[src/design/fpr_pkg.sv]
// Shared types and constants for the framed packet receiver.
`timescale 1ns / 1ps

package fpr_pkg;

   // Frame header and separator characters
   localparam logic [7:0] CHAR_U     = 8'h55;
   localparam logic [7:0] CHAR_N     = 8'h4E;
   localparam logic [7:0] CHAR_E     = 8'h45;
   localparam logic [7:0] CHAR_R     = 8'h52;
   localparam logic [7:0] CHAR_COLON = 8'h3A;

   // Checksum seed: header and separator, the length byte is folded in later
   localparam logic [7:0] HDR_SUM = CHAR_U ^ CHAR_N ^ CHAR_E ^ CHAR_R ^ CHAR_COLON;

   localparam logic [7:0] TIMEOUT_RESET = 8'd6;

   // Input beat kind (req_tuser)
   localparam logic MODE_BYTE = 1'b0;
   localparam logic MODE_TICK = 1'b1;

   // Result kind (rsp_tuser)
   typedef enum logic [1:0] {
      KIND_PAYLOAD = 2'd0,
      KIND_GOOD    = 2'd1,
      KIND_BADSUM  = 2'd2,
      KIND_ZEROLEN = 2'd3
   } kind_type;

   typedef enum logic [6:0] {
      PH_IDLE    = 7'b0000001,
      PH_HDR_N   = 7'b0000010,
      PH_HDR_E   = 7'b0000100,
      PH_HDR_R   = 7'b0001000,
      PH_LENGTH  = 7'b0010000,
      PH_TOKEN   = 7'b0100000,
      PH_PAYLOAD = 7'b1000000
   } phase_type;

endpackage

[src/design/framed_packet_receiver_top.sv]
// Framed packet receiver: deframes 'UNER' length ':' payload checksum frames.
`timescale 1ns / 1ps

// Usage
//   req_*  : one beat per received byte (req_tuser = 0) or timer tick (req_tuser = 1).
//   rsp_*  : at most one result beat per input beat; payload bytes carry kind 0,
//            the checksum byte ends the frame with a good or bad verdict, a zero
//            length byte gives an error beat. rsp_tlast marks frame end or error.
//   csr_*  : timeout reload, ticks without bytes before the parser drops back to
//            idle; 0 disables. Write only while the block is idle.
// Timing
//   A result is registered and shows on rsp_* in the cycle after its beat is accepted.
//   One beat per cycle unless a result waits on a low rsp_tready; the parser state
//   and the output register are both updated in the accept cycle.
// Reset
//   Synchronous. Parser goes idle, output register empties, timeout reload 6.
// Stall
//   While a result waits on a low rsp_tready, req_tready is low; it rises in
//   the same cycle the waiting result is taken.
module framed_packet_receiver_top
   import fpr_pkg::*;
(
   input  logic        clock,
   input  logic        reset,

   input  logic        req_tvalid,
   output logic        req_tready,
   input  logic [7:0]  req_tdata,   // [7:0] rx_byte
   input  logic        req_tuser,   // [0] mode

   output logic        rsp_tvalid,
   input  logic        rsp_tready,
   output logic [31:0] rsp_tdata,   // [7:0] data_byte, [15:8] byte_index,
                                    // [23:16] frame_length, [31:24] computed_sum
   output logic [1:0]  rsp_tuser,   // [1:0] kind
   output logic        rsp_tlast,

   input  logic        csr_wr_en,
   input  logic [7:0]  csr_wr_data
);

   logic [7:0] timeout_ff;
   phase_type  phase_ff, phase_in;
   logic [7:0] left_ff, left_in;
   logic [7:0] sum_ff, sum_in;
   logic [7:0] pos_ff, pos_in;
   logic [7:0] len_ff, len_in;
   logic [7:0] count_ff, count_in;

   logic       out_valid_ff;
   kind_type   out_kind_ff, out_kind_in;
   logic [7:0] out_data_ff, out_data_in;
   logic [7:0] out_idx_ff, out_idx_in;
   logic [7:0] out_len_ff, out_len_in;
   logic [7:0] out_sum_ff, out_sum_in;
   logic       out_last_ff, out_last_in;
   logic       emit;

   logic       accept;
   logic [7:0] b;
   logic [7:0] pay_sum;
   phase_type  recheck;

   assign req_tready = !out_valid_ff || rsp_tready;
   assign accept     = req_tvalid && req_tready;
   assign b          = req_tdata;
   assign pay_sum    = sum_ff ^ b;
   // on a mismatch the byte may itself start a new header
   assign recheck    = (b == CHAR_U) ? PH_HDR_N : PH_IDLE;

   always_comb begin
      phase_in    = phase_ff;
      left_in     = left_ff;
      sum_in      = sum_ff;
      pos_in      = pos_ff;
      len_in      = len_ff;
      count_in    = count_ff;
      emit        = 1'b0;
      out_kind_in = KIND_PAYLOAD;
      out_data_in = b;
      out_idx_in  = 8'd0;
      out_len_in  = len_ff;
      out_sum_in  = sum_ff;
      out_last_in = 1'b1;

      if (req_tuser == MODE_TICK) begin
         if (count_ff != 8'd0) begin
            count_in = count_ff - 8'd1;
            if (count_ff == 8'd1) begin
               phase_in = PH_IDLE;
            end
         end
      end else begin
         count_in = timeout_ff;
         case (phase_ff)
            PH_IDLE: begin
               if (b == CHAR_U) begin
                  phase_in = PH_HDR_N;
               end
            end
            PH_HDR_N: begin
               phase_in = (b == CHAR_N) ? PH_HDR_E : recheck;
            end
            PH_HDR_E: begin
               phase_in = (b == CHAR_E) ? PH_HDR_R : recheck;
            end
            PH_HDR_R: begin
               phase_in = (b == CHAR_R) ? PH_LENGTH : recheck;
            end
            PH_LENGTH: begin
               len_in = b;
               if (b == 8'd0) begin
                  phase_in    = PH_IDLE;
                  emit        = 1'b1;
                  out_kind_in = KIND_ZEROLEN;
                  out_data_in = 8'd0;
                  out_len_in  = 8'd0;
                  out_sum_in  = 8'd0;
               end else begin
                  phase_in = PH_TOKEN;
               end
            end
            PH_TOKEN: begin
               if (b == CHAR_COLON) begin
                  sum_in   = HDR_SUM ^ len_ff;
                  left_in  = len_ff;
                  pos_in   = 8'd1;
                  phase_in = PH_PAYLOAD;
               end else begin
                  phase_in = recheck;
               end
            end
            PH_PAYLOAD: begin
               emit = 1'b1;
               if (left_ff > 8'd1) begin
                  sum_in      = pay_sum;
                  pos_in      = pos_ff + 8'd1;
                  left_in     = left_ff - 8'd1;
                  out_idx_in  = pos_ff;
                  out_sum_in  = pay_sum;
                  out_last_in = 1'b0;
               end else begin
                  // checksum byte closes the frame
                  left_in     = 8'd0;
                  phase_in    = PH_IDLE;
                  out_kind_in = (sum_ff == b) ? KIND_GOOD : KIND_BADSUM;
               end
            end
            default: begin
               phase_in = PH_IDLE;
            end
         endcase
      end
   end

   always_ff @(posedge clock) begin
      if (reset) begin
         timeout_ff   <= TIMEOUT_RESET;
         phase_ff     <= PH_IDLE;
         left_ff      <= 8'd0;
         sum_ff       <= 8'd0;
         pos_ff       <= 8'd0;
         len_ff       <= 8'd0;
         count_ff     <= 8'd0;
         out_valid_ff <= 1'b0;
      end else begin
         if (csr_wr_en) begin
            timeout_ff <= csr_wr_data;
         end
         if (accept) begin
            phase_ff     <= phase_in;
            left_ff      <= left_in;
            sum_ff       <= sum_in;
            pos_ff       <= pos_in;
            len_ff       <= len_in;
            count_ff     <= count_in;
            out_valid_ff <= emit;
         end else if (rsp_tready) begin
            out_valid_ff <= 1'b0;
         end
      end
   end

   // result payload, loaded only when a result is produced
   always_ff @(posedge clock) begin
      if (accept && emit) begin
         out_kind_ff <= out_kind_in;
         out_data_ff <= out_data_in;
         out_idx_ff  <= out_idx_in;
         out_len_ff  <= out_len_in;
         out_sum_ff  <= out_sum_in;
         out_last_ff <= out_last_in;
      end
   end

   assign rsp_tvalid = out_valid_ff;
   assign rsp_tdata  = {out_sum_ff, out_len_ff, out_idx_ff, out_data_ff};
   assign rsp_tuser  = out_kind_ff;
   assign rsp_tlast  = out_last_ff;

`ifndef SYNTH
   a_tick_no_result: assert property (@(posedge clock) disable iff (reset)
      (accept && req_tuser == MODE_TICK) |=> !rsp_tvalid)
      else $error("tick beat produced a result");

   a_payload_fields: assert property (@(posedge clock) disable iff (reset)
      (rsp_tvalid && rsp_tuser == KIND_PAYLOAD) |-> (!rsp_tlast && rsp_tdata[15:8] != 8'd0))
      else $error("payload result with last set or zero index");

   a_zerolen_fields: assert property (@(posedge clock) disable iff (reset)
      (rsp_tvalid && rsp_tuser == KIND_ZEROLEN) |->
      (rsp_tlast && rsp_tdata[23:16] == 8'd0 && rsp_tdata[31:24] == 8'd0))
      else $error("zero length result carries nonzero length or sum");

   a_payload_left: assert property (@(posedge clock) disable iff (reset)
      (phase_ff == PH_PAYLOAD) |-> (left_ff != 8'd0))
      else $error("payload phase with no bytes left");
`endif

endmodule
[config.mk]
export PLATFORM = sky130hd
export DESIGN_NAME = framed_packet_receiver_top
export DESIGN_NICKNAME = d
export VERILOG_FILES = /design/src/design/fpr_pkg.sv /design/src/design/framed_packet_receiver_top.sv
export SDC_FILE = /design/constraint.sdc
export NUM_CORES = 1
export LEC_CHECK = 0
export ABC_AREA = 0
export BUFFER_PORTS_ARGS = -buffer_cell sky130_fd_sc_hd__buf_2
export CORE_UTILIZATION = 59
export DETAILED_ROUTE_END_ITERATION = 16
export PLACE_DENSITY = 0.79
export REMOVE_ABC_BUFFERS = 1
export SYNTH_ARGS = -nofsm -noshare
export SYNTH_HDL_FRONTEND = slang
export SYNTH_SLANG_ARGS = --single-unit
export TNS_END_PERCENT = 50
[constraint.sdc]
create_clock -name clock -period 11.85 [get_ports clock]
set_input_delay 2.9625 -clock clock [delete_from_list [all_inputs] [get_ports clock]]
set_output_delay 2.9625 -clock clock [all_outputs]
set_load 0.01 [all_outputs]
== Yosys cells after proc, flatten, opt, wreduce, memory -nomap -nowiden ==
Index checks and enable logic that the tools add are counted.

* Register bits: 91
* Output and inout port bits: 37

* Add/subtract/negate cells: 3
* Magnitude comparators: 1
* Equal/unequal tests: 20
* Mux-type cells: 42
* Bitwise operators: 5
* Reduce and logical (&&, ||, !) cells: 15

{| class="wikitable"
|+ Operators with widths
! cell !! count
|-
| $mux 8 || 16
|-
| $pmux 8 s2 || 4
|-
| $pmux 7 s7 || 1
|-
| $mux 7 || 6
|-
| $eq 8x7->1 const B || 4
|-
| $sub 8x1->8 const B || 2
|-
| $reduce_and 5->1 || 2
|-
| $add 8x1->8 const B || 1
|-
| $eq 8x1->1 const B || 1
|-
| $eq 8x6->1 const B || 1
|-
| $eq 8x8->1 || 1
|-
| $gt 8x1->1 const B || 1
|-
| $logic_not 8->1 || 1
|-
| $mux 2 || 4
|-
| $reduce_bool 8->1 || 1
|-
| $xor 8x8->8 || 1
|-
| $eq 7x1->1 const B || 1
|-
| $eq 7x2->1 const B || 1
|-
| $eq 7x3->1 const B || 1
|-
| $eq 7x4->1 const B || 1
|-
| $eq 7x5->1 const B || 1
|-
| $eq 7x6->1 const B || 1
|-
| $eq 7x7->1 const B || 1
|-
| $mux 6 || 1
|-
| 20 further kinds || 31
|}

== Longest topological paths before layout ==
Gate-level depths: netlist (run 1).

* Word-level depth: 5
* Gate-level depth with buffers: 9

== Least setup slack after synthesis (run 1) ==
OpenSTA, ideal clock, no wires.

* Path type: input-to-output
* From: input port rsp_tready
* To: output port req_tready
* Data arrival time: 3.184 ns
* Required time: 8.888 ns
* Setup slack: 5.703 ns
* Stages: 2
* Path through: nor2b_1 inv_1

* Longest elaborated chain between the ends: 1

{| class="wikitable"
|+ Ends and longest elaborated chain
! element !! line !! RTL
|-
| start: declaration || framed_packet_receiver_top.sv:32 || <nowiki>input logic rsp_tready,</nowiki>
|-
| $logic_or 1x1->1 || framed_packet_receiver_top.sv:64 || <nowiki>assign req_tready = !out_valid_ff || rsp_tready;</nowiki>
|-
| end: declaration || framed_packet_receiver_top.sv:27 || <nowiki>output logic req_tready,</nowiki>
|}

No other way between the ends.

== Final worst setup path (run 1) ==
Ends and elaborated chain as after synthesis.

==> flow_summary.json, run 1 <==
{
  "yosysTopAreaCellShare_pct": 23.7,
  "clk_root_buffer_cell": "clkbuf_8",
  "drv_cap": 0,
  "r2r_setup_slack_ps": 8430,
  "pwr_density_cell_nw_per_um2": 114,
  "gp_congestion": 0.919,
  "min_to": "count_ff[6]",
  "yosys_warnings": 0,
  "grt_overflow": 0,
  "coreArea_um2": 7730,
  "timing.rr.start": "phase_ff[0]",
  "setup_viol": 0,
  "hpwl_um": 7480,
  "setup.worst_path.start": "rsp_tready",
  "clock-sinks": 91,
  "grt_usage_pct": 28.1,
  "fin_skew_ps": 8.24,
  "status": "completed",
  "max_freq_ghz": 0.156,
  "antenna_found_initial": 0,
  "cts_setup_buffers": 0,
  "rr_endpoint": "out_data_ff[4]",
  "postCtsResizedCells": 0,
  "total_leakage_power_nw": 1.79,
  "placementRows": 32,
  "wl_per_cell_um": 17.1,
  "vias_per_cell": 6.39,
  "syn_avg_cell_area_um2": 8.90,
  "fin_tns_setup_ps": 0,
  "numPortBuffers": 58,
  "vias": 4233,
  "crit_type": "in -> out",
  "post-route-drc-count": 0,
  "numCtsBuffers": 9,
  "ys_seq_area_share_pct": 45.9,
  "ir_drop_v": 0.0000673,
  "yosysTopAreaCell": "dfxtp_1",
  "worst_pin_slew_ps": 1210,
  "syn_area_um2": 4740,
  "grt_pass1_wl_um": 18400,
  "first_pass_iters": 5,
  "cp_max_fo": 4,
  "required_ps": 8890,
  "ant_nets": 0,
  "fin_crit_ps": 6400,
  "initial_core_util_pct": 61.3,
  "synth_ff_type": "dfxtp_1",
  "use_met1_pct": 36.5,
  "synthTopCellsByArea": "dfxtp_1, edfxtp_1, a21oi_1",
  "clockBufferDepth": 2,
  "hold_viol_final": 0,
  "dp_slack_ps": 5440,
  "drive_above_1_share_pct": 14.6,
  "synth_seq_cells": 91,
  "dieWidth_um": 91.6,
  "areaGrowthSynthToFinish_pct": 9.35,
  "use_met3_pct": 4.52,
  "antenna_cells": 0,
  "cts.clk_slew.worst_paths_ps": 90,
  "finalMaxSlewViolations": 0,
  "wirelength_um": 11400,
  "insertion_delay_ps": 360,
  "setup_ws_ps": 5450,
  "synthDistinctLibCells": 54,
  "end_kind": "primary output",
  "hold_buffers": 0,
  "io_pins": 59,
  "grt_pass1_vias": 3805,
  "worst_r2r_path_depth": 4,
  "use_met2_pct": 47.0,
  "cp-start-kind": "input port",
  "drt-initial-drc-count": 391,
  "async_flop_share_pct": 0,
  "holdPathStages": 2,
  "synth_cells": 532,
  "h-tree-depth": 3,
  "timing.slew.headroom_pct": 19.1,
  "post-route-period-util_pct": 54.0,
  "die-height_um": 91.6,
  "rsz0062_at_grt": "no",
  "tritoncts": "done",
  "die_area_um2": 8390,
  "min_path_type": "reg -> reg",
  "grt_busiest_layer": "met2",
  "finalNetCount": 582,
  "worstHoldStart": "count_ff[6]",
  "grt_max_degree": 50,
  "arrival_ps": 3440,
  "synth_edf_count": 35
}
[flip-flops by register name, summed over array words and instances, names as in the netlist, 7 cells and up]
register	count
count_ff	8
left_ff	8
len_ff	8
out_data_ff	8
out_idx_ff	8
out_len_ff	8
out_sum_ff	8
phase_ff	7
pos_ff	8
sum_ff	8
timeout_ff	8
[routing by layer]
metal / up-vias / routed length (um)
met5: - / 0
met4: 0 / 216
met3: 20 / 848
met2: 198 / 5550
met1: 1990 / 4740
li1: 2025 / -
[critical path, cell delays in order]
cell and delay [ps]:
buf_2 100, nor2b_1 140, inv_1 100, buf_2 140
[cells in the mapped netlist, drive strengths merged, types with 2 or more instances]
cell type   n
dfxtp      56
nor2       51
a21oi      50
clkbuf     39
nand2      38
edfxtp     35
o31ai      32
o21ai      21
mux2i      18
nor3       18
nand3      16
and3       14
nand4      12
nor2b      11
inv        10
a211oi      9
buf         9
xnor2       8
nand2b      6
nor4        6
o211ai      6
o22ai       6
or3         6
or4         6
ha          5
nor4b       4
a21o        3
a22oi       3
and2        3
nand4bb     3
xor2        3
a41oi       2
nand4b      2
nor3b       2
o2111ai     2
o2bb2ai     2
or3b        2
[report_power, final]
part           leakage (nW)  internal, mW  total (mW)  switching (mW)
clock                0.0966        0.0980       0.209           0.111
sequential            0.755         0.327       0.332         0.00460
combinational         0.937        0.0180      0.0495          0.0315
[cell usage in the layout (no fill, tap or decap), types with 6 or more instances in the layout]
cell / synthesis / routed
o21ai_0: 21 / 21
o31ai_1: 32 / 32
nand4_1: 12 / 12
dfxtp_1: 56 / 56
nor4_1: 6 / 6
nand2b_1: 6 / 6
or3_1: 6 / 6
o22ai_1: 6 / 6
o211ai_1: 6 / 6
nor2_1: 51 / 51
mux2i_1: 18 / 18
nor3_1: 17 / 16
nand2_1: 38 / 38
nand3_1: 16 / 16
xnor2_1: 8 / 8
edfxtp_1: 35 / 35
inv_1: 10 / 10
clkbuf_8: 0 / 9
nor2b_1: 11 / 10
a21oi_1: 50 / 50
and3_1: 14 / 14
a211oi_1: 9 / 9
buf_2: 6 / 58
[per-stage QoR]
stage / std cells / total power, mW / instance area [um^2] / hold WS (ps) / utilization, %
finish: 662 / 0.590 / 5180 / 482 / 67.0
global route: 662 / 0.612 / 5180 / 506 / 67.0
CTS: 662 / 0.594 / 5180 / 482 / 67.0
detailed placement: 646 / 0.388 / 4990 / 468 / 64.5
global placement: 646 / 0.386 / 4990 / 452 / 64.5
floorplan: 484 / 0.367 / 4540 / 438 / -
[cells by family (layout without fill, tap and decap cells)]
kind of cell	Yosys count	count (layout)	synth area share (%)
AND/OR/NAND/NOR	203	203	22.5
AO/OA/AOI/OAI	145	145	19.5
flip-flops	91	91	45.9
buffers and inverters	59	87	4.99
multiplexers	18	18	3.80
XOR/XNOR	11	11	2.03
adder cells (fa/ha/maj)	5	5	1.32
[area by class of cell]
class / count / area [um^2]
fill: 614 / 2550
multi-input combinational: 382 / 2340
sequential: 91 / 2170
timing repair buffer: 60 / 305
clock buffer: 10 / 128
tap: 102 / 128
clock inverter: 6 / 65.1
inverter: 11 / 41.3
[how the worst max path moves through the flow]
stage | slack (ps) | endpoint
after detailed placement | 5440 | req_tready
after CTS | 5440 | req_tready
after global routing | 5400 | req_tready
after global placement | 5480 | req_tready
final | 5450 | req_tready
after floorplan | 5700 | req_tready
No activity file was read; power rests on OpenSTA's default activity.
==> run 2, diff against run 1 <==
Settings changed: CORE_UTILIZATION 59 to 58, PLACE_DENSITY 0.79 to 0.78.
Clock period 11.85 ns to 6.56 ns, I/O delays scaled along.
==> run 2 against run 1 <==
  * Power increased by 89%
  * Clock power increased by 110%
  * Flip-flop and latch count unchanged
  * Register-to-register slack got worse by 5300 ps
  * Global-route usage increased by 0.77 points
  * Sequential power increased by 81%
  * Critical path type is now in -> reg
  * Largest power group unchanged
==> flow_summary.json, run 2 (same netlist as run 1, synthesis figures left out) <==
{
  "grt_pass1_wl_um": 19400,
  "finalMaxSlewViolations": 0,
  "cp-start-kind": "input port",
  "rsz0062_at_grt": "no",
  "total_leakage_power_nw": 1.87,
  "r2r_setup_slack_ps": 3100,
  "dieWidth_um": 92.4,
  "grt_pass1_vias": 3914,
  "critPathTopFamily": "simple AND/OR/NAND/NOR gates",
  "antenna_found_initial": 0,
  "cts_setup_buffers": 0,
  "drv_cap": 0,
  "die-height_um": 92.4,
  "io_pins": 59,
  "grt_usage_pct": 28.9,
  "antenna_cells": 0,
  "cts.clk_slew.worst_paths_ps": 90,
  "gp_congestion": 0.923,
  "min_to": "count_ff[6]",
  "post-route-period-util_pct": 62.7,
  "die_area_um2": 8530,
  "wl_per_cell_um": 17.9,
  "ant_nets": 0,
  "required_ps": 6860,
  "cp_max_fo": 27,
  "min_path_type": "reg -> reg",
  "postCtsResizedCells": 0,
  "grt_overflow": 0,
  "setup_viol": 0,
  "insertion_delay_ps": 370,
  "clockBufferDepth": 2,
  "dp_slack_ps": 2150,
  "post-route-drc-count": 0,
  "crit_type": "in -> reg",
  "critical_path_depth": 6,
  "wirelength_um": 11800,
  "areaGrowthSynthToFinish_pct": 9.98,
  "hold_viol_final": 0,
  "layout_commonest_cell": "buf_2",
  "pwr_density_cell_nw_per_um2": 215,
  "worst_pin_slew_ps": 1100,
  "cp_slowest_cell": "or4_1",
  "finalNetCount": 582,
  "clock-sinks": 91,
  "numPortBuffers": 58,
  "fin_skew_ps": 9.32,
  "rr_endpoint": "out_data_ff[6]",
  "coreArea_um2": 7810,
  "hpwl_um": 7790,
  "vias": 4264,
  "placed_area_um2": 4990,
  "numCtsBuffers": 9,
  "mostFrequentLayoutCells": "buf_2, dfxtp_1, nor2_1, a21oi_1, nand2_1",
  "worstPathCellList": "buf_2 > or4bb_1 > o31ai_1 > nand3_1 > or4_1 > a21oi_1",
  "critPathMaxStageDelay_ps": 760,
  "tritoncts": "done",
  "timing.slew.headroom_pct": 26.5,
  "p_total_mw": 1.12,
  "worstHoldStart": "count_ff[6]",
  "fin_tns_setup_ps": 0,
  "fin_crit_ps": 4110,
  "h-tree-depth": 3,
  "fin_area_um2": 5210,
  "vias_per_cell": 6.44,
  "setup_ws_ps": 2450,
  "fill_cells": 640,
  "max_freq_ghz": 0.243,
  "status": "completed",
  "drive_above_1_share_pct": 14.8,
  "end_kind": "flop",
  "timing.rr.start": "phase_ff[0]",
  "hold_buffers": 0,
  "holdPathStages": 2,
  "initial_core_util_pct": 60.7,
  "crit_buf_inv": 1,
  "clk_root_buffer_cell": "clkbuf_8",
  "placementRows": 32,
  "ir_drop_v": 0.000137,
  "drt-initial-drc-count": 361,
  "arrival_ps": 4410,
  "first_pass_iters": 6,
  "grt_max_degree": 50,
  "worst_r2r_path_depth": 4,
  "setup.worst_path.start": "req_tdata[5]"
}
-- run 2: layer usage --
metal  track usage [%]  wire length [um]  share of wire [%]
met5                 0                 0                  0
met4              12.6               326                2.8
met3              5.67               901                7.6
met2              46.5              5630                 48
met1              37.8              4980                 42
-- run 2: cell type report --
type | count | area (um^2) | share of cell area [%]
Clock buffer | 9 | 124 | 2.38
Clock inverter | 7 | 98.8 | 1.90
Inverter | 11 | 41.3 | 0.793
Multi-Input combinational cell | 382 | 2340 | 44.9
Sequential cell | 91 | 2170 | 41.7
Tap cell | 102 | 128 | 2.45
Timing Repair Buffer | 60 | 305 | 5.86
-- run 2: report_power, final --
part	leakage [nW]	switching, mW	total [mW]	internal [mW]
registers	0.798	0.00844	0.600	0.591
clock network	0.110	0.213	0.430	0.217
logic	0.967	0.0556	0.0882	0.0326
total	1.87	0.277	1.12	0.841
-- run 2: worst max path at each step --
stage	to	slack, ps
6_report	pos_ff[6]	2450
3_3_place_gp	pos_ff[6]	2260
5_1_grt	pos_ff[4]	2290
2_1_floorplan	out_data_ff[0]	1860
3_5_place_dp	pos_ff[6]	2150
4_1_cts	pos_ff[6]	2540
-- run 2: worst reg2reg max path, cell delays in order, from the launching register on --
cell     delay [ps]
dfxtp_1         420
nor4_1          460
nor4b_1         700
a21oi_1         500
nor2b_4         990
-- run 2: per-stage QoR --
stage | util [%] | cells | hold WS (ps)
after floorplan | - | 484 | 438
after global placement | 63.9 | 646 | 455
after detailed placement | 63.9 | 646 | 465
after CTS | 66.7 | 662 | 486
after global routing | 66.7 | 662 | 513
final | 66.7 | 662 | 483
